==> src/rtl/ils_pkg.sv <==
// Shared types, constants and arithmetic helpers for the iterative learning servo.
// Holds the request and result structs, register indexes and the sequencer state type.
// No dependencies.
package ils_pkg;

    localparam int ILS_PASS_LENGTH = 256;
    localparam int DRIVE_LIMIT     = 800;
    localparam int CFG_INDEX_W     = 3;

    localparam logic [CFG_INDEX_W-1:0] REG_LEARN_GAIN_P = 3'd0;
    localparam logic [CFG_INDEX_W-1:0] REG_LEARN_GAIN_D = 3'd1;
    localparam logic [CFG_INDEX_W-1:0] REG_FB_GAIN_P    = 3'd2;
    localparam logic [CFG_INDEX_W-1:0] REG_FB_GAIN_D    = 3'd3;
    localparam logic [CFG_INDEX_W-1:0] REG_LEARN_TARGET = 3'd4;

    localparam logic signed [63:0] S32_MAX = 64'sd2147483647;
    localparam logic signed [63:0] S32_MIN = -64'sd2147483648;

    typedef struct packed {
        logic               loop_closed;
        logic signed [31:0] commanded_pos;
        logic signed [31:0] measured_pos;
        logic signed [31:0] measured_vel;
    } ils_in_t;

    typedef struct packed {
        logic signed [10:0] drive;
        logic signed [31:0] target_out;
        logic               in_learning;
        logic               table_updated;
    } ils_out_t;

    typedef enum logic [3:0] {
        ST_IDLE,
        ST_TICK,
        ST_FB_D,
        ST_DRIVE,
        ST_RB_READ,
        ST_RB_MUL_P,
        ST_RB_MUL_D,
        ST_RB_WRITE,
        ST_OUT
    } ils_state_t;

    function automatic logic signed [31:0] sat32(input logic signed [63:0] v);
        logic signed [31:0] r;
        if (v > S32_MAX)
        begin
            r = 32'sh7FFFFFFF;
        end
        else if (v < S32_MIN)
        begin
            r = 32'sh80000000;
        end
        else
        begin
            r = v[31:0];
        end
        return r;
    endfunction

    // Round a Q18.16 value half up to an integer, then clamp to the drive limit.
    function automatic logic signed [10:0] to_drive(input logic signed [33:0] q);
        logic signed [34:0] t;
        logic signed [18:0] r;
        logic signed [10:0] d;
        t = 35'(q) + 35'sd32768;
        r = 19'(t >>> 16);
        if (r > 19'(DRIVE_LIMIT))
        begin
            d = 11'(DRIVE_LIMIT);
        end
        else if (r < 19'(-DRIVE_LIMIT))
        begin
            d = 11'(-DRIVE_LIMIT);
        end
        else
        begin
            d = r[10:0];
        end
        return d;
    endfunction

endpackage

==> src/rtl/ils_qmul.sv <==
// Shared gain multiplier: Q16.16 gain times integer, saturated to 32 bits.
// The raw product is registered and saturated after the register. Depends on ils_pkg.
module ils_qmul (
    input  logic               clk,
    input  logic signed [31:0] gain,
    input  logic signed [31:0] operand,
    output logic signed [31:0] product
);
    import ils_pkg::*;

    logic signed [63:0] prod_next;
    logic signed [63:0] prod_reg;

    assign prod_next = 64'(gain) * 64'(operand);

    always_ff @(posedge clk)
    begin
        prod_reg <= prod_next;
    end

    assign product = sat32(prod_reg);

endmodule

==> config.mk <==
export PLATFORM = sky130hd
export DESIGN_NAME = ils_qmul
export DESIGN_NICKNAME = d
export VERILOG_FILES = /design/src/rtl/ils_pkg.sv /design/src/rtl/ils_qmul.sv
export SDC_FILE = /design/constraint.sdc
export NUM_CORES = 2
export LEC_CHECK = 0
export ABC_AREA = 1
export BUFFER_PORTS_ARGS = -buffer_cell sky130_fd_sc_hd__buf_2
export CORE_UTILIZATION = 61
export CTS_CLUSTER_SIZE = 28
export DETAILED_ROUTE_END_ITERATION = 8
export PLACE_DENSITY = 0.81
export SYNTH_ARGS = -nofsm -noshare
export SYNTH_HDL_FRONTEND = slang
export SYNTH_SLANG_ARGS = --single-unit
==> constraint.sdc <==
create_clock -name clk -period 6.63 [get_ports clk]
set_input_delay 0.3315 -clock clk [delete_from_list [all_inputs] [get_ports clk]]
set_output_delay 0.3315 -clock clk [all_outputs]
set_load 0.05 [all_outputs]
==> metrics.md <==
| Metric | Value |
|---|---|
| Total clock sinks | `64` |
| EDFF count, synth | `0` |
| Final #Nets | `6947` |
| Syn Nets | `6559` |
| Status | `finished, violations left` |
| Clock Pin Slew Worst Setup and Hold Paths | `0.06 ns` |
| Slew Limit Fails | `0` |
| Footprint of the multi-input gates | `33400 um2` |
| Number of DRC markers in iteration 0 | `3387` |
| Post-synth ARST share | `0%` |
| Cells after Synth | `5228` |
| Synth Area per Inst | `7.80 um2` |
| Most frequent cells in the layout | `inv_1 (1682), nand2_1 (1512), fa_1 (1060)` |
| CTS Buf Count | `9` |
| Worst rel slew slack | `19.4%` |
| Final hold viol count | `0` |
| DPL Wire Length | `104 mm` |
| Core Footprint | `66000 um2` |
| CTS max path bufs | `2` |
| Hold buffer count at cts | `0` |
| I/O pin cnt | `97` |
| Largest net degree at the start of global routing | `32` |
| Primary FF master, synth | `dfxtp_1` |
| Commonest non-fill, non-tap cell in the layout | `inv_1` |
| DIE WIDTH | `260 um` |
| Max Clock Freq | `0.153 GHz` |
| Detailed Routing Iterations Pass 1 | `9` |
| Max FFs per register | `64` |
| Register area | `1280 um2` |
| Kind of start point of the critical path | `input pin` |
| Die Y | `260 um` |
| Vias in the first global route | `37100` |
| Total GRT Usage | `36.5%` |
| CP Data Arrival Time | `6.80 ns` |
| Hold slack final | `0.491 ns` |
| CTS HTree Levels | `3` |
| Worst path required time | `6.87 ns` |
| Synthesized area | `40800 um2` |
| Ratio of cells with drive above 1 in the final layout | `15.6%` |
| Routability Congestion | `1.03` |
| Register area share after synthesis | `3.14%` |
| First-pass GRT wire length | `191 mm` |
| Seq cells post-synth | `64` |
| Clk root buf | `clkbuf_16` |
| DRC violations left | `20` |
| Num rows | `94` |
| Min cycle time layout | `6.56 ns` |
| Yosys Warn Count | `0` |
| CP Capture Type | `flip-flop` |
| Crit path max fanout | `8` |
| Post-route ant nets | `0` |
| Post-detailed-route wirelength per cell | `18.7 um` |
| CTS tree | `built` |
| Failing checks | `design-rule violations` |
| CP Class | `in -> reg` |
| Final Setup Violations | `0` |
| Max-Cap Viols | `0` |
| DP Cell Count | `6437` |
| Initial Util | `61.8%` |
| Post-synth cell types | `37` |
| Drt via density | `5.34` |
| Hold crit path type | `in -> reg` |
| Initial antenna violation count | `1` |
| Buffers on Ports | `96` |
| Gr ovfl total | `0` |
| Slew @ Worst Pin | `1.21 ns` |
| Layout fillers | `4572` |
| Die area | `67800 um2` |
| Unrepaired setup endpoints after global routing | `true` |
| Post-Layout Cell Count | `6487` |
| Area grow syn2layout | `16.6%` |
| WL final | `121 mm` |
| Final core utilization | `72.0%` |
| Vias | `34700` |
| Fin crit share | `98.9%` |
## synth_stat cells, types with 2 or more instances
library cell	count	area share (%)
nor4_1	13	0.20
clkbuf_1	192	1.8
nand3_1	62	0.76
nor2_1	104	0.96
nand3_2	13	0.32
nand2_2	13	0.20
nor2_4	3	0.083
xor2_1	40	0.86
nor2_2	23	0.35
o21bai_1	12	0.22
or2_2	8	0.12
nand4_1	25	0.38
nand3b_1	3	0.055
dfxtp_1	64	3.1
inv_2	9	0.083
o21ai_0	14	0.17
a21oi_1	53	0.65
buf_2	6	0.074
xnor2_1	7	0.15
nor3_2	4	0.098
ha_1	184	5.6
nand2_1	1559	14
and2_1	2	0.031
nor3_1	9	0.11
a21o_1	3	0.055
fa_1	1082	53
o21ai_1	4	0.049
inv_1	1707	16
o21bai_2	2	0.055
## metrics by stage
stage	setup TNS (ns)	setup WS, ns	area (um2)
3_3_place_gp	-13.20	-0.525	45700
3_5_place_dp	-16.41	-0.543	45700
4_1_cts	0	0.00207	46100
5_1_grt	-1.22	-0.130	47500
6_report	0	0.0746	47500
2_1_floorplan	-0.612	-0.0873	41000
## kinds of logic after synthesis
logic type      after synthesis  share of synthesized area (%)
xor+xnor                     47                           1.01
fa+ha+maj                  1266                           58.8
buf+inv                    1915                           17.7
simple gates               1845                           18.1
flops                        64                           3.14
compound gates               91                           1.26
## layout make-up
cell class                      instances  share of cell area (%)
Timing Repair Buffer                  576                    10.4
Antenna cell                            2                  0.0105
Tap cell                              864                    2.28
Sequential cell                        64                    2.70
Inverter                             1716                    13.6
Clock inverter                          2                  0.0738
Multi-Input combinational cell       3249                    70.4
Clock buffer                           14                   0.598
## worst max-delay path: stages
cell,delay [ns]
buf_12,0.11
clkbuf_16,0.17
buf_6,0.12
nand2_4,0.05
fa_1,0.60
inv_2,0.06
fa_2,0.61
clkinvlp_4,0.20
fa_1,0.57
fa_1,0.45
fa_1,0.56
inv_1,0.05
fa_1,0.49
inv_2,0.04
fa_1,0.53
inv_2,0.05
fa_1,0.58
ha_4,0.24
a21oi_2,0.21
buf_4,0.15
nor2_1,0.03
nor2_1,0.11
nand2_1,0.08
a21oi_1,0.18
nand3_1,0.10
nand2_1,0.06
nand2_1,0.04
## worst paths after layout
path                  slack (ns)           end  cells after the start       start
worst max-delay path        0.07  prod_reg[60]                     27    gain[31]
worst min-delay path        0.49   prod_reg[0]                      4  operand[0]
## repair_timing
action | 4_1_cts | 5_1_grt
cloned | 0 | 4
setup endpoints to repair | 27 | 45
resized for setup | 16 | 278
setup buffers | 0 | 28
pin swaps | 0 | 59
## metal layers
layer / global-route usage, % / part of all wire, %
met4: 16.1 / 5.8
met5: 0 / 0
met2: 61.8 / 49
met1: 46.4 / 36
met3: 5.68 / 9.8
Power is left out: the tool's default activity adds up to more than one toggle a clock period on the data nets, which glitch-free logic cannot reach.
